File: src/rtl/core/hct_pkg.sv
`timescale 1ns / 1ps
`default_nettype none
// ----------------------------------------------------------------------------
// hct_pkg
// Types and constants of the heat/cool thermostat core.
// ----------------------------------------------------------------------------
package hct_pkg;

    localparam int unsigned TEMP_W     = 12;
    localparam int unsigned HYST_W     = 10;
    localparam int unsigned MASK_W     = 2;
    localparam int unsigned MS_W       = 32;
    localparam int unsigned MODE_W     = 2;
    localparam int unsigned FACTOR_W   = 9;
    localparam int unsigned FRAC_BITS  = 8;
    localparam int unsigned THR_W      = 14;
    localparam int unsigned CFG_ADDR_W = 5;
    localparam int unsigned CFG_DATA_W = 32;
    localparam int unsigned REG_IDX_W  = 3;

    // Q8 factor applied to the hysteresis for the switch-off thresholds
    localparam logic [FACTOR_W-1:0] HYST_FACTOR_Q8 = 9'd128;

    localparam logic [MODE_W-1:0] MODE_IDLE = 2'd0;
    localparam logic [MODE_W-1:0] MODE_HEAT = 2'd1;
    localparam logic [MODE_W-1:0] MODE_COOL = 2'd2;

    localparam logic [REG_IDX_W-1:0] REG_TARGET       = 3'd0;
    localparam logic [REG_IDX_W-1:0] REG_HYST_LOW     = 3'd1;
    localparam logic [REG_IDX_W-1:0] REG_HYST_HIGH    = 3'd2;
    localparam logic [REG_IDX_W-1:0] REG_ENABLE       = 3'd3;
    localparam logic [REG_IDX_W-1:0] REG_HEAT_MIN_ON  = 3'd4;
    localparam logic [REG_IDX_W-1:0] REG_HEAT_MIN_OFF = 3'd5;
    localparam logic [REG_IDX_W-1:0] REG_COOL_MIN_ON  = 3'd6;
    localparam logic [REG_IDX_W-1:0] REG_COOL_MIN_OFF = 3'd7;

    typedef struct packed {
        logic signed [TEMP_W-1:0] set_point;
        logic [HYST_W-1:0]        hyst_low;
        logic [HYST_W-1:0]        hyst_high;
        logic [MASK_W-1:0]        enable_mask;
        logic [MS_W-1:0]          heat_min_on;
        logic [MS_W-1:0]          heat_min_off;
        logic [MS_W-1:0]          cool_min_on;
        logic [MS_W-1:0]          cool_min_off;
    } t_cfg;

    typedef struct packed {
        logic [MS_W-1:0]          now_ms;
        logic signed [TEMP_W-1:0] temperature;
        logic                     sensor_ok;
    } t_item;

    typedef struct packed {
        logic [MODE_W-1:0] mode;
        logic              heater_drive;
        logic              cooler_drive;
    } t_result;

endpackage
`default_nettype wire

File: src/rtl/core/hct_in_if.sv
`timescale 1ns / 1ps
`default_nettype none
// ----------------------------------------------------------------------------
// hct_in_if
// Evaluation item channel: time stamp, temperature and sensor flag.
// ----------------------------------------------------------------------------
interface hct_in_if
    import hct_pkg::*;
();
    logic                     valid;
    logic                     ready;
    logic [MS_W-1:0]          now_ms;
    logic signed [TEMP_W-1:0] temperature;
    logic                     sensor_ok;

    modport source (output valid, output now_ms, output temperature, output sensor_ok,
                    input ready);
    modport sink   (input valid, input now_ms, input temperature, input sensor_ok,
                    output ready);
endinterface
`default_nettype wire

File: src/rtl/core/hct_out_if.sv
`timescale 1ns / 1ps
`default_nettype none
// ----------------------------------------------------------------------------
// hct_out_if
// Result item channel: mode and the two drive outputs.
// ----------------------------------------------------------------------------
interface hct_out_if
    import hct_pkg::*;
();
    logic              valid;
    logic              ready;
    logic [MODE_W-1:0] mode;
    logic              heater_drive;
    logic              cooler_drive;

    modport source (output valid, output mode, output heater_drive, output cooler_drive,
                    input ready);
    modport sink   (input valid, input mode, input heater_drive, input cooler_drive,
                    output ready);
endinterface
`default_nettype wire

File: src/rtl/core/hct_cfg.sv
`timescale 1ns / 1ps
`default_nettype none
// ----------------------------------------------------------------------------
// hct_cfg
// APB register file holding the thermostat settings.
// ----------------------------------------------------------------------------
module hct_cfg
    import hct_pkg::*;
(
    input  wire logic                  i_clk,
    input  wire logic                  i_rst_n,
    input  wire logic                  psel,
    input  wire logic                  penable,
    input  wire logic                  pwrite,
    input  wire logic [CFG_ADDR_W-1:0] paddr,
    input  wire logic [CFG_DATA_W-1:0] pwdata,
    output logic      [CFG_DATA_W-1:0] prdata,
    output logic                       pready,
    output t_cfg                       o_cfg
);

    t_cfg                 r_cfg;
    logic [REG_IDX_W-1:0] reg_idx;
    logic                 wr_en;

    assign reg_idx = paddr[CFG_ADDR_W-1:2];
    assign wr_en   = psel && penable && pwrite;
    assign pready  = 1'b1;
    assign o_cfg   = r_cfg;

    always_ff @(posedge i_clk) begin
        if (!i_rst_n) begin
            r_cfg.set_point    <= 12'sd320;
            r_cfg.hyst_low     <= 10'd16;
            r_cfg.hyst_high    <= 10'd16;
            r_cfg.enable_mask  <= '0;
            r_cfg.heat_min_on  <= '0;
            r_cfg.heat_min_off <= '0;
            r_cfg.cool_min_on  <= '0;
            r_cfg.cool_min_off <= '0;
        end else if (wr_en) begin
            case (reg_idx)
                REG_TARGET: begin
                    r_cfg.set_point <= $signed(pwdata[TEMP_W-1:0]);
                end
                REG_HYST_LOW: begin
                    r_cfg.hyst_low <= pwdata[HYST_W-1:0];
                end
                REG_HYST_HIGH: begin
                    r_cfg.hyst_high <= pwdata[HYST_W-1:0];
                end
                REG_ENABLE: begin
                    r_cfg.enable_mask <= pwdata[MASK_W-1:0];
                end
                REG_HEAT_MIN_ON: begin
                    r_cfg.heat_min_on <= pwdata[MS_W-1:0];
                end
                REG_HEAT_MIN_OFF: begin
                    r_cfg.heat_min_off <= pwdata[MS_W-1:0];
                end
                REG_COOL_MIN_ON: begin
                    r_cfg.cool_min_on <= pwdata[MS_W-1:0];
                end
                REG_COOL_MIN_OFF: begin
                    r_cfg.cool_min_off <= pwdata[MS_W-1:0];
                end
                default: begin
                end
            endcase
        end
    end

    always_comb begin
        case (reg_idx)
            REG_TARGET:       prdata = CFG_DATA_W'(r_cfg.set_point);
            REG_HYST_LOW:     prdata = CFG_DATA_W'(r_cfg.hyst_low);
            REG_HYST_HIGH:    prdata = CFG_DATA_W'(r_cfg.hyst_high);
            REG_ENABLE:       prdata = CFG_DATA_W'(r_cfg.enable_mask);
            REG_HEAT_MIN_ON:  prdata = CFG_DATA_W'(r_cfg.heat_min_on);
            REG_HEAT_MIN_OFF: prdata = CFG_DATA_W'(r_cfg.heat_min_off);
            REG_COOL_MIN_ON:  prdata = CFG_DATA_W'(r_cfg.cool_min_on);
            REG_COOL_MIN_OFF: prdata = CFG_DATA_W'(r_cfg.cool_min_off);
            default:          prdata = '0;
        endcase
    end

endmodule
`default_nettype wire

File: src/rtl/core/hct_eval.sv
`timescale 1ns / 1ps
`default_nettype none
// ----------------------------------------------------------------------------
// hct_eval
// Mode state, toggle times and the combinational switching decision.
// ----------------------------------------------------------------------------
module hct_eval
    import hct_pkg::*;
(
    input  wire logic  i_clk,
    input  wire logic  i_rst_n,
    input  wire logic  i_fire,
    input  wire t_item i_item,
    input  wire t_cfg  i_cfg,
    output t_result    o_result
);

    logic [MODE_W-1:0] r_mode,     n_mode;
    logic [MS_W-1:0]   r_heat_tog, n_heat_tog;
    logic [MS_W-1:0]   r_cool_tog, n_cool_tog;

    logic [HYST_W+FACTOR_W-1:0] prod_lo, prod_hi;
    logic [HYST_W:0]            off_lo, off_hi;
    logic signed [THR_W-1:0]    temp_x, tgt_x;
    logic signed [THR_W-1:0]    heat_on, heat_off, cool_on, cool_off;
    logic [MS_W-1:0]            heat_age, cool_age;
    logic                       heat_en, cool_en, ok;

    // off offset = floor(hyst * factor / 256)
    assign prod_lo = i_cfg.hyst_low * HYST_FACTOR_Q8;
    assign prod_hi = i_cfg.hyst_high * HYST_FACTOR_Q8;
    assign off_lo  = prod_lo[HYST_W+FACTOR_W-1:FRAC_BITS];
    assign off_hi  = prod_hi[HYST_W+FACTOR_W-1:FRAC_BITS];

    assign temp_x   = THR_W'($signed(i_item.temperature));
    assign tgt_x    = THR_W'($signed(i_cfg.set_point));
    assign heat_on  = tgt_x - $signed(THR_W'(i_cfg.hyst_low));
    assign heat_off = tgt_x - $signed(THR_W'(off_lo));
    assign cool_on  = tgt_x + $signed(THR_W'(i_cfg.hyst_high));
    assign cool_off = tgt_x + $signed(THR_W'(off_hi));

    // wrapping elapsed time since each device last switched
    assign heat_age = i_item.now_ms - r_heat_tog;
    assign cool_age = i_item.now_ms - r_cool_tog;

    assign heat_en = i_cfg.enable_mask[0];
    assign cool_en = i_cfg.enable_mask[1];
    assign ok      = i_item.sensor_ok;

    always_comb begin
        n_mode     = r_mode;
        n_heat_tog = r_heat_tog;
        n_cool_tog = r_cool_tog;
        case (r_mode)
            MODE_HEAT: begin
                if ((!heat_en || !ok || temp_x >= heat_off) &&
                    heat_age >= i_cfg.heat_min_on) begin
                    n_mode     = MODE_IDLE;
                    n_heat_tog = i_item.now_ms;
                end
            end
            MODE_COOL: begin
                if ((!cool_en || !ok || temp_x <= cool_off) &&
                    cool_age >= i_cfg.cool_min_on) begin
                    n_mode     = MODE_IDLE;
                    n_cool_tog = i_item.now_ms;
                end
            end
            default: begin
                n_mode = MODE_IDLE;
                if (ok && heat_en && temp_x <= heat_on && heat_age >= i_cfg.heat_min_off) begin
                    n_mode     = MODE_HEAT;
                    n_heat_tog = i_item.now_ms;
                end
                // cooling start is checked last and wins
                if (ok && cool_en && temp_x >= cool_on && cool_age >= i_cfg.cool_min_off) begin
                    n_mode     = MODE_COOL;
                    n_cool_tog = i_item.now_ms;
                end
            end
        endcase
    end

    always_ff @(posedge i_clk) begin
        if (!i_rst_n) begin
            r_mode     <= MODE_IDLE;
            r_heat_tog <= '0;
            r_cool_tog <= '0;
        end else if (i_fire) begin
            r_mode     <= n_mode;
            r_heat_tog <= n_heat_tog;
            r_cool_tog <= n_cool_tog;
        end
    end

    assign o_result = {n_mode, (n_mode == MODE_HEAT), (n_mode == MODE_COOL)};

endmodule
`default_nettype wire

File: src/rtl/core/heat_cool_thermostat_core.sv
// Heat/cool thermostat core.
// i_in carries one evaluation per item: now_ms (wrapping ms), temperature
// (signed, 1/16 C) and sensor_ok. o_out returns one item per evaluation:
// the mode after it (idle, heating, cooling) and the heater/cooler drives.
// Settings are written over the APB port (pready tied high), 8 registers at
// byte addresses 4*i; the user must write them only while no item is in
// flight; the block itself does not enforce this. An item taken into the
// input register moves to the result register once that is free or emptied.
// Throughput: one item per cycle unless o_out stalls; input register, one
// pass of compare logic with the mode/toggle-time update, result register.
// A stalled o_out holds its item; the input register still takes one more
// item, then i_in.ready drops until o_out is taken.
// Synchronous reset clears both valid flags, sets the mode to idle, both
// toggle times to zero and the registers to their defaults.
`timescale 1ns / 1ps
`default_nettype none
// ----------------------------------------------------------------------------
// heat_cool_thermostat_core
// Top level: channel registers, settings and mode evaluation.
// ----------------------------------------------------------------------------
module heat_cool_thermostat_core
    import hct_pkg::*;
(
    input  wire logic                  i_clk,
    input  wire logic                  i_rst_n,
    hct_in_if.sink                     i_in,
    hct_out_if.source                  o_out,
    input  wire logic                  psel,
    input  wire logic                  penable,
    input  wire logic                  pwrite,
    input  wire logic [CFG_ADDR_W-1:0] paddr,
    input  wire logic [CFG_DATA_W-1:0] pwdata,
    output logic      [CFG_DATA_W-1:0] prdata,
    output logic                       pready
);

    t_cfg    cfg;
    t_item   r_item;
    t_result r_res, n_res;
    logic    r_in_vld, r_out_vld;
    logic    adv, fire, in_ready;

    hct_cfg u_cfg (
        .i_clk   (i_clk),
        .i_rst_n (i_rst_n),
        .psel    (psel),
        .penable (penable),
        .pwrite  (pwrite),
        .paddr   (paddr),
        .pwdata  (pwdata),
        .prdata  (prdata),
        .pready  (pready),
        .o_cfg   (cfg)
    );

    hct_eval u_eval (
        .i_clk    (i_clk),
        .i_rst_n  (i_rst_n),
        .i_fire   (fire),
        .i_item   (r_item),
        .i_cfg    (cfg),
        .o_result (n_res)
    );

    // result register free or being emptied this cycle
    assign adv      = !r_out_vld || o_out.ready;
    assign in_ready = !r_in_vld || adv;
    assign fire     = r_in_vld && adv;

    always_ff @(posedge i_clk) begin
        if (!i_rst_n) begin
            r_in_vld  <= 1'b0;
            r_out_vld <= 1'b0;
        end else begin
            if (in_ready) begin
                r_in_vld <= i_in.valid;
            end
            if (adv) begin
                r_out_vld <= r_in_vld;
            end
        end
    end

    always_ff @(posedge i_clk) begin
        if (i_in.valid && in_ready) begin
            r_item.now_ms      <= i_in.now_ms;
            r_item.temperature <= i_in.temperature;
            r_item.sensor_ok   <= i_in.sensor_ok;
        end
        if (fire) begin
            r_res <= n_res;
        end
    end

    assign i_in.ready         = in_ready;
    assign o_out.valid        = r_out_vld;
    assign o_out.mode         = r_res.mode;
    assign o_out.heater_drive = r_res.heater_drive;
    assign o_out.cooler_drive = r_res.cooler_drive;

endmodule
`default_nettype wire

File: src/flat_wrapper.sv
// flat-port wrapper written by rule: the top's interface ports become plain ports
module heat_cool_thermostat_core_flat import hct_pkg::*;
  (i_clk, i_rst_n, psel, penable, pwrite, paddr, pwdata, prdata, pready, i_in_valid, i_in_now_ms, i_in_temperature, i_in_sensor_ok, i_in_ready, o_out_valid, o_out_mode, o_out_heater_drive, o_out_cooler_drive, o_out_ready);
  hct_in_if i_in_i ();
  hct_out_if o_out_i ();
  input  wire logic i_clk;
  input  wire logic i_rst_n;
  input  wire logic psel;
  input  wire logic penable;
  input  wire logic pwrite;
  input  wire logic [CFG_ADDR_W-1:0] paddr;
  input  wire logic [CFG_DATA_W-1:0] pwdata;
  output logic      [CFG_DATA_W-1:0] prdata;
  output logic pready;
  input wire logic [$bits(i_in_i.valid)-1:0] i_in_valid;
  input wire logic [$bits(i_in_i.now_ms)-1:0] i_in_now_ms;
  input wire logic [$bits(i_in_i.temperature)-1:0] i_in_temperature;
  input wire logic [$bits(i_in_i.sensor_ok)-1:0] i_in_sensor_ok;
  output wire logic [$bits(i_in_i.ready)-1:0] i_in_ready;
  output wire logic [$bits(o_out_i.valid)-1:0] o_out_valid;
  output wire logic [$bits(o_out_i.mode)-1:0] o_out_mode;
  output wire logic [$bits(o_out_i.heater_drive)-1:0] o_out_heater_drive;
  output wire logic [$bits(o_out_i.cooler_drive)-1:0] o_out_cooler_drive;
  input wire logic [$bits(o_out_i.ready)-1:0] o_out_ready;
  assign i_in_i.valid = i_in_valid;
  assign i_in_i.now_ms = i_in_now_ms;
  assign i_in_i.temperature = i_in_temperature;
  assign i_in_i.sensor_ok = i_in_sensor_ok;
  assign i_in_ready = i_in_i.ready;
  assign o_out_valid = o_out_i.valid;
  assign o_out_mode = o_out_i.mode;
  assign o_out_heater_drive = o_out_i.heater_drive;
  assign o_out_cooler_drive = o_out_i.cooler_drive;
  assign o_out_i.ready = o_out_ready;
  heat_cool_thermostat_core u_core (.i_clk(i_clk), .i_rst_n(i_rst_n), .i_in(i_in_i), .o_out(o_out_i), .psel(psel), .penable(penable), .pwrite(pwrite), .paddr(paddr), .pwdata(pwdata), .prdata(prdata), .pready(pready));
endmodule
File: config.mk
export PLATFORM = sky130hd
export DESIGN_NAME = heat_cool_thermostat_core_flat
export DESIGN_NICKNAME = d
export VERILOG_FILES = /design/src/rtl/core/hct_pkg.sv /design/src/rtl/core/hct_in_if.sv /design/src/rtl/core/hct_out_if.sv /design/src/rtl/core/hct_cfg.sv /design/src/rtl/core/hct_eval.sv /design/src/rtl/core/heat_cool_thermostat_core.sv /design/src/flat_wrapper.sv
export SDC_FILE = /design/constraint.sdc
export NUM_CORES = 1
export LEC_CHECK = 0
export ABC_AREA = 1
export BUFFER_PORTS_ARGS = -buffer_cell sky130_fd_sc_hd__buf_4
export CORE_MARGIN = 5
export CORE_UTILIZATION = 55
export DETAILED_ROUTE_END_ITERATION = 16
export PLACE_DENSITY = 0.72
export SLEW_MARGIN = 20
export SYNTH_ARGS = -nofsm -noshare
export SYNTH_HDL_FRONTEND = slang
export SYNTH_HIERARCHICAL = 1
export SYNTH_SLANG_ARGS = --single-unit
File: constraint.sdc
create_clock -name i_clk -period 10.65 [get_ports i_clk]
set_clock_uncertainty 0.05 [all_clocks]
set_input_delay 0 -clock i_clk [delete_from_list [all_inputs] [get_ports i_clk]]
set_output_delay 0 -clock i_clk [all_outputs]
set_load 0.05 [all_outputs]
==> summary.txt, run 1 <==
Timing
  • Period utilization: 52.9%
  • Max-slew headroom: 24.4%
  • Final Hold Vio Count: 0
  • Final slew viol count: 0
  • Slack of the critical path: 5020 ps
  • Tmin final: 5630 ps
  • Worst-Margin Slew: 1130 ps
  • Hold slack: 60.2 ps
  • Final Setup Violations: 0
  • Achievable Freq: 0.177 GHz
  • RSZ-0062 raised after global routing: no
  • Post-route setup TNS: 0 ps

Job
  • Max-capacitance violation count: 0

Route
  • Post-DR vias/cell: 5.66
  • Routed wire length: 71,200 µm
  • DR vias: 21,900
  • DR pass1 iterations: 6
  • Wire per inst: 18.4 µm
  • DRC viols: 0
  • Routed Antenna Nets: 0
  • 1st-iter DRT viols: 2,264

Worst setup path
  • Critical path startpoint category: flop
  • R2R cell count: 19
  • CP Class: reg2reg
  • CP Data Required Time: 11,080 ps
  • Worst-path fanout max: 32
  • R2R Setup Slk: 5020 ps
  • CP Cell Sequence: ha_1 -> a21oi_1 -> nand2_1 -> a21boi_1 -> o21bai_1 -> a21oi_1 -> o21ai_0 -> xor2_1 -> ha_1 -> a21oi_1 -> o21a_1 -> nand2_1 -> a21oi_1 -> nand3_1 -> nand2_2 -> nand2_1 -> nand4_1 -> nand2_1 -> nor2_1
  • Crit path from: u_core/r_item[15]
  • Worst Path Arrival: 6060 ps
  • Slowest CP cell: nand2_1
  • CP max stage delay: 690 ps
  • CP Capture Type: flop
  • Sum of buffers and inverters on the critical path: 0
  • Top delay family on crit path: simple AND/OR/NAND/NOR gates
  • R2R Path Start: u_core/r_item[15]
  • Critical path depth in cells: 19

Finish
  • Area grow syn2layout: 13.5%
  • Non-filler cells, final: 3,870
  • Fin nets: 3,697
  • Share of layout cells above drive strength 1: 7.03%

Power and ir drop
  • Worst vdd ir: 133 µV
  • Leak: 10.9 nW
  • Total power: 3.05 mW
  • Power Density: 123 nW/µm²

Global routing
  • Grt ovf: 0
  • Largest net degree at the start of global routing: 113
  • First-pass GRT wire length: 112,000 µm
  • Tot GR Track Use: 31.4%
  • Vias in the first global route: 20,900
  • Antenna violations before repair: 0

Logic synthesis
  • Post-Synthesis Cells: 3,188
  • EDFF count, synth: 49
  • Main flop type after synthesis: dfxtp_1
  • Synth Net Count: 3,565
  • Async set or reset register ratio after synthesis: 0%
  • Synth Cell Area: 21,900 µm²
  • Sequential area share after synthesis: 27.7%
  • Yosys Warn Count: 6
  • Syn_area_per_cell: 6.87 µm²
  • Yosys reg bits: 279
  • Distinct cells, synth: 58

Floorplanning
  • Initial Util: 55.4%
  • Num rows: 73
  • Die Wd: 210 µm
  • Die Span Y: 210 µm
  • Die area: 43,900 µm²
  • Core area: 39,500 µm²
  • IO Count: 128

Placement
  • I/O Buffers: 124
  • Placed Cells: 3,723
  • GPL Wtd Cong: 0.982
  • Place WS: 5210 ps
  • HPWL Detailed: 51,600 µm

Clocking
  • Clock-pin slew on the worst setup and hold paths: 60 ps
  • Cts bufs inserted: 35
  • Setup Fix Bufs, Post-CTS: 0
  • Clk sinks: 279
  • Max clock buf depth: 3
  • Root Driver: clkbuf_16
  • TritonCTS clock tree: built
  • H-tree depth: 2
  • Clk_lat worst skew: 560 ps
  • Number of gates resized after CTS: 0

Worst hold path
  • Hold Crit Depth: 4
  • HP Start: pwrite
  • Worst Hold Class: in2reg

Run status
  • Outcome: complete, no violations
[registers in the layout, summed over array words and instances, names as in the netlist]
signal / count
u_core/u_cfg/o_cfg: 162
u_core/r_item: 45
u_core/u_eval/r_cool_tog: 32
u_core/u_eval/r_heat_tog: 32
u_core/o_out.mode: 2
u_core/u_eval/r_mode: 2
u_core/o_out.cooler_drive: 1
u_core/o_out.heater_drive: 1
u_core/o_out.valid: 1
u_core/r_in_vld: 1
[placed cells by master, fill, tap and decap left out, types with 85 or more instances in the layout]
master         netlist  layout
dfxtp_1            230     230
buf_4                7     134
nor3_1             124     124
nand4_1            131     131
nor2_1             501     499
inv_1              452     451
dlygate4sd3_1        0      85
o21ai_0            241     241
nand2_1            504     503
a21oi_1            186     186
ha_1               282     282
nand3_1            123     123
[final cells by class]
class / count / area (µm²)
clock inverters: 13 / 114
repair buffers: 219 / 1860
fillers: 3645 / 14700
inverters: 462 / 1740
flip-flops and latches: 279 / 6080
clock buffers: 48 / 1010
multi-input cells: 2323 / 13400
well taps: 525 / 657
diodes: 1 / 2.50
[routing by layer]
| metal | up-vias | GRT usage [%] | share of wire, % |
|---|---|---|---|
| li1 | 10800 | - | - |
| met1 | 10100 | 45.9 | 45 |
| met2 | 902 | 47.5 | 42 |
| met3 | 102 | 6.28 | 10 |
| met4 | 0 | 8.30 | 2.2 |
| met5 | - | 0 | 0 |
[power by group]
| part | internal, mW | leakage, nW | switching (mW) |
|---|---|---|---|
| registers | 1.10 | 2.34 | 0.0290 |
| clock network | 0.688 | 0.559 | 0.483 |
| logic | 0.270 | 7.98 | 0.482 |
[cell families (layout without fill, tap and decap cells)]
group | after synthesis | in the layout | synth area share [%]
buffers and inverters | 586 | 742 | 11.1
adders and majority gates | 288 | 288 | 16.7
AOI/OAI and AO/OA | 529 | 529 | 13.0
and+or+nand+nor | 1415 | 1415 | 27.9
other | 1 | 2 | 0.0171
xor gates and xnor gates | 90 | 90 | 3.60
DFF | 279 | 279 | 27.7
[metrics by stage]
| step | instance area, µm² | util, % |
|---|---|---|
| after global placement | 22900 | 57.9 |
| after detailed placement | 22900 | 57.9 |
| after floorplan | 21900 | - |
| after CTS | 24900 | 62.9 |
| final | 24900 | 62.9 |
| after global routing | 24900 | 62.9 |
[tightest hold or removal path: cells and delay by family]
family,cells,cell delay [ps]
and+or+nand+nor,3,500
buffers and inverters,1,120
[synth_stat cells (2+ instances only)]
cell	instances	area, µm²
clkbuf_1	49	184
o21ai_2	7	61.3
a21boi_0	4	30.0
buf_1	19	71.3
nand3_4	3	52.6
nand3_1	123	616
edfxtp_1	49	1470
nor2_2	4	25.0
a21o_1	9	67.6
nor3_1	124	621
nor4_1	4	25.0
nor2_4	3	33.8
nand4_1	131	820
o21bai_1	11	82.6
clkbuf_2	5	25.0
o21ai_1	29	145
inv_1	452	1700
o21ai_0	241	1210
nand2_4	2	22.5
a31oi_1	15	93.8
o21a_1	6	45.0
fa_1	6	120
dfxtp_1	230	4600
o211ai_1	4	30.0
nand2_1	504	1890
xor2_1	62	543
buf_2	25	125
a21oi_1	186	931
nor2_1	501	1880
a21oi_2	2	17.5
inv_2	5	18.8
a21oi_4	2	32.5
nand2_2	8	50.1
o31ai_1	3	22.5
buf_4	7	52.6
buf_6	17	191
ha_1	282	3530
xnor2_1	28	245
a221oi_1	5	43.8
clkinv_1	3	11.3
[final timing paths]
check                            endpoint
max          u_core/u_eval/r_cool_tog[28]
min                u_core/u_cfg/o_cfg[97]
max reg2reg  u_core/u_eval/r_cool_tog[28]
min reg2reg  u_core/u_eval/r_cool_tog[19]
[what timing repair did]
action,in CTS,in global routing
endpoints found under the setup margin,0,0
hold buffers,85,0
hold endpoints to repair,250,0
Power figures use the tool's default switching activity.
==> inputs of run 2 (changes only) <==
==> constraint.sdc (replaced) <==
create_clock -name i_clk -period 5.5 [get_ports i_clk]
set_clock_uncertainty 0.05 [all_clocks]
set_input_delay 0 -clock i_clk [delete_from_list [all_inputs] [get_ports i_clk]]
set_output_delay 0 -clock i_clk [all_outputs]
set_load 0.05 [all_outputs]
==> run 2 against run 1 <==
Effect of this change:
- cell count about the same
- clock power up 79%
- design area down 0.13%
- sequential share of layout area about the same
- first-iteration DRC count up 1.5%
- non-clock buffer count up 10
- die area unchanged
- register-to-register slack worse by 4400 ps
- combinational power up 95%
- sequential power up 94%
- critical endpoint is now u_core/o_out.heater_drive
- utilization down 0.079 points
- maximum frequency up 15%
==> summary.txt, run 2 (same netlist as run 1, synthesis figures left out) <==
Run status
  • Outcome: complete, no violations

Worst setup path
  • Worst Path Arrival: 5200 ps (-860 ps)
  • Most frequent CP cell: nand2_1
  • CP Capture Type: flop
  • Critical path startpoint category: flop
  • CP Data Required Time: 5800 ps (-5280 ps)
  • Top delay family on crit path: simple AND/OR/NAND/NOR gates
  • CP Class: reg2reg
  • Critical path depth in cells: 28 (+9)
  • End of the worst register-to-register path: u_core/o_out.heater_drive
  • R2R Setup Slk: 600 ps (-4420 ps)
  • R2R cell count: 28 (+9)
  • Sum of buffers and inverters on the critical path: 5 (+5)
  • Worst-path fanout max: 33 (+3.1%)
  • CP max stage delay: 460 ps (-230 ps)
  • R2R Path Start: u_core/u_cfg/o_cfg[141]
  • Slowest CP cell: dfxtp_1

Placement
  • HPWL Detailed: 53,000 µm (+2.7%)
  • GPL Wtd Cong: 0.973 (-0.91%)
  • Place WS: 720 ps (-4490 ps)
  • Placed Cells: 3,735 (+0.32%)
  • Placed cell areas: 23,000 µm² (+0.45%)
  • I/O Buffers: 124 (unchanged)

Power and ir drop
  • Leak: 10.9 nW (about the same)
  • Worst vdd ir: 260 µV (+95%)
  • Power Density: 231 nW/µm² (+88%)

Global routing
  • Vias in the first global route: 20,300 (-2.5%)
  • Largest net degree at the start of global routing: 113 (unchanged)
  • First-pass GRT wire length: 111,000 µm (-0.58%)
  • Grt ovf: 0 (unchanged)
  • Antenna violations before repair: 0 (unchanged)
  • Tot GR Track Use: 31.2% (-0.22 points)

Timing
  • RSZ-0062 raised after global routing: no
  • Achievable Freq: 0.204 GHz (+15%)
  • Tmin final: 4900 ps (-735 ps)
  • Final Hold Vio Count: 0 (unchanged)
  • Post-route setup TNS: 0 ps (unchanged)
  • Max-slew headroom: 30.1% (+5.7 points)
  • Slack of the critical path: 601 ps (-4420 ps)
  • Final Setup Violations: 0 (unchanged)
  • Worst-Margin Slew: 1050 ps (-82.4 ps)
  • Period utilization: 89.1% (+36 points)
  • Final slew viol count: 0 (unchanged)

Route
  • DR vias: 22,100 (+1.2%)
  • Wire per inst: 18.5 µm (+0.46%)
  • Post-DR vias/cell: 5.72 (+1.1%)
  • DRC viols: 0 (unchanged)
  • DR pass1 iterations: 8 (+2)
  • Routed wire length: 71,600 µm (+0.53%)
  • Routed Antenna Nets: 0 (unchanged)
  • 1st-iter DRT viols: 2,299 (+1.5%)

Floorplanning
  • Core area: 39,500 µm² (unchanged)
  • Die Wd: 210 µm (unchanged)
  • Initial Util: 55.4% (unchanged)
  • IO Count: 128 (unchanged)
  • Die Span Y: 210 µm (unchanged)
  • Num rows: 73 (unchanged)
  • Die area: 43,900 µm² (unchanged)

Worst hold path
  • HP Start: i_in_now_ms[12]
  • Hold Crit Depth: 2 (-2)
  • Worst hold endpoint: u_core/r_item[25]
  • Worst Hold Class: in2reg

Finish
  • Ant diodes: 0 (-1)
  • Reg area: 6080 µm² (unchanged)
  • Non-filler cells, final: 3,873 (+0.078%)
  • Share of layout cells above drive strength 1: 7.11% (+0.081 points)
  • Area grow syn2layout: 13.4%
  • Fin nets: 3,703 (+0.16%)
  • Area of the multi-input gates: 13,400 µm² (about the same)
  • Most common cell after layout, fill and taps aside: nand2_1
  • Fillers: 3,634 (-0.30%)
  • Post-layout util: 62.8% (-0.079 points)
  • Commonest non-fill, non-tap cells in the layout: 504 x nand2_1, 499 x nor2_1, 451 x inv_1
  • Max FFs per register: 162 (unchanged)
  • Fin area: 24,800 µm² (-0.13%)

Job
  • Max-capacitance violation count: 0 (unchanged)

Clocking
  • Clk sinks: 279 (unchanged)
  • Root Driver: clkbuf_16
  • Clk_lat worst skew: 600 ps (+40 ps)
  • Cts bufs inserted: 31 (-11%)
  • H-tree depth: 1 (-1)
  • Clock-pin slew on the worst setup and hold paths: 60 ps (about the same)
  • Max clock buf depth: 3 (unchanged)
  • TritonCTS clock tree: built
==> run 2: cell count changes in the layout (fill, tap and decap cells not counted), moves of 2 or more <==
cell,change
buf_4,+11
clkinv_2,-5
clkbuf_16,-4
clkbuf_8,+3
clkbuf_1,+2
dlygate4sd3_1,-2
==> run 2: power by group <==
group          internal, mW  switching (mW)
Clock                  1.19           0.897
Sequential             2.13          0.0558
Combinational         0.528           0.937
==> run 2: layer usage <==
layer	vias to the layer above	GRT usage [%]	share of wire, %
li1	10800	-	-
met3	113	5.32	9.2
met4	0	7.07	2.3
met2	989	45.9	42
met5	-	0	0
met1	10300	47.7	47
==> run 2: worst max path at each step <==
stage,from,endpoint,slack (ps)
2_1_floorplan,u_core/u_cfg/o_cfg[150],u_core/u_eval/r_heat_tog[10],1890
3_3_place_gp,u_core/r_item[33],u_core/u_eval/r_heat_tog[30],750
3_5_place_dp,u_core/r_item[33],u_core/u_eval/r_heat_tog[9],720
4_1_cts,u_core/r_item[33],u_core/u_eval/r_heat_tog[9],690
5_1_grt,u_core/r_item[13],u_core/u_eval/r_heat_tog[20],280
6_report,u_core/u_cfg/o_cfg[141],u_core/o_out.heater_drive,600
==> run 2: worst register-to-register path, delay by kind of cell, from the launching register on <==
family,cells,cell delay [ps]
and+or+nand+nor,15,1580
AOI/OAI and AO/OA,5,1000
buffers and inverters,5,600
adders and majority gates,3,970
DFF,1,460
==> run 2: cell type report <==
type	instances	area share, %
clock buffers	49	3.84
clock inverters	6	0.227
inverters	462	7.00
multi-input cells	2323	54.0
flip-flops and latches	279	24.5
well taps	525	2.64
repair buffers	229	7.81
==> run 2: per-stage QoR <==
stage | hold slack, ps | total power, mW
CTS | 47.4 | 5.74
floorplan | 48.9 | 3.17
global route | 57.6 | 6.02
detailed placement | 129 | 3.61
finish | 71.4 | 5.74
global placement | 128 | 3.57
==> run 2: repair_timing <==
action                                 CTS  global route
hold buffers                            83             0
resized for setup                        0             0
endpoints found under the hold margin  234             0
setup buffers                            0             0
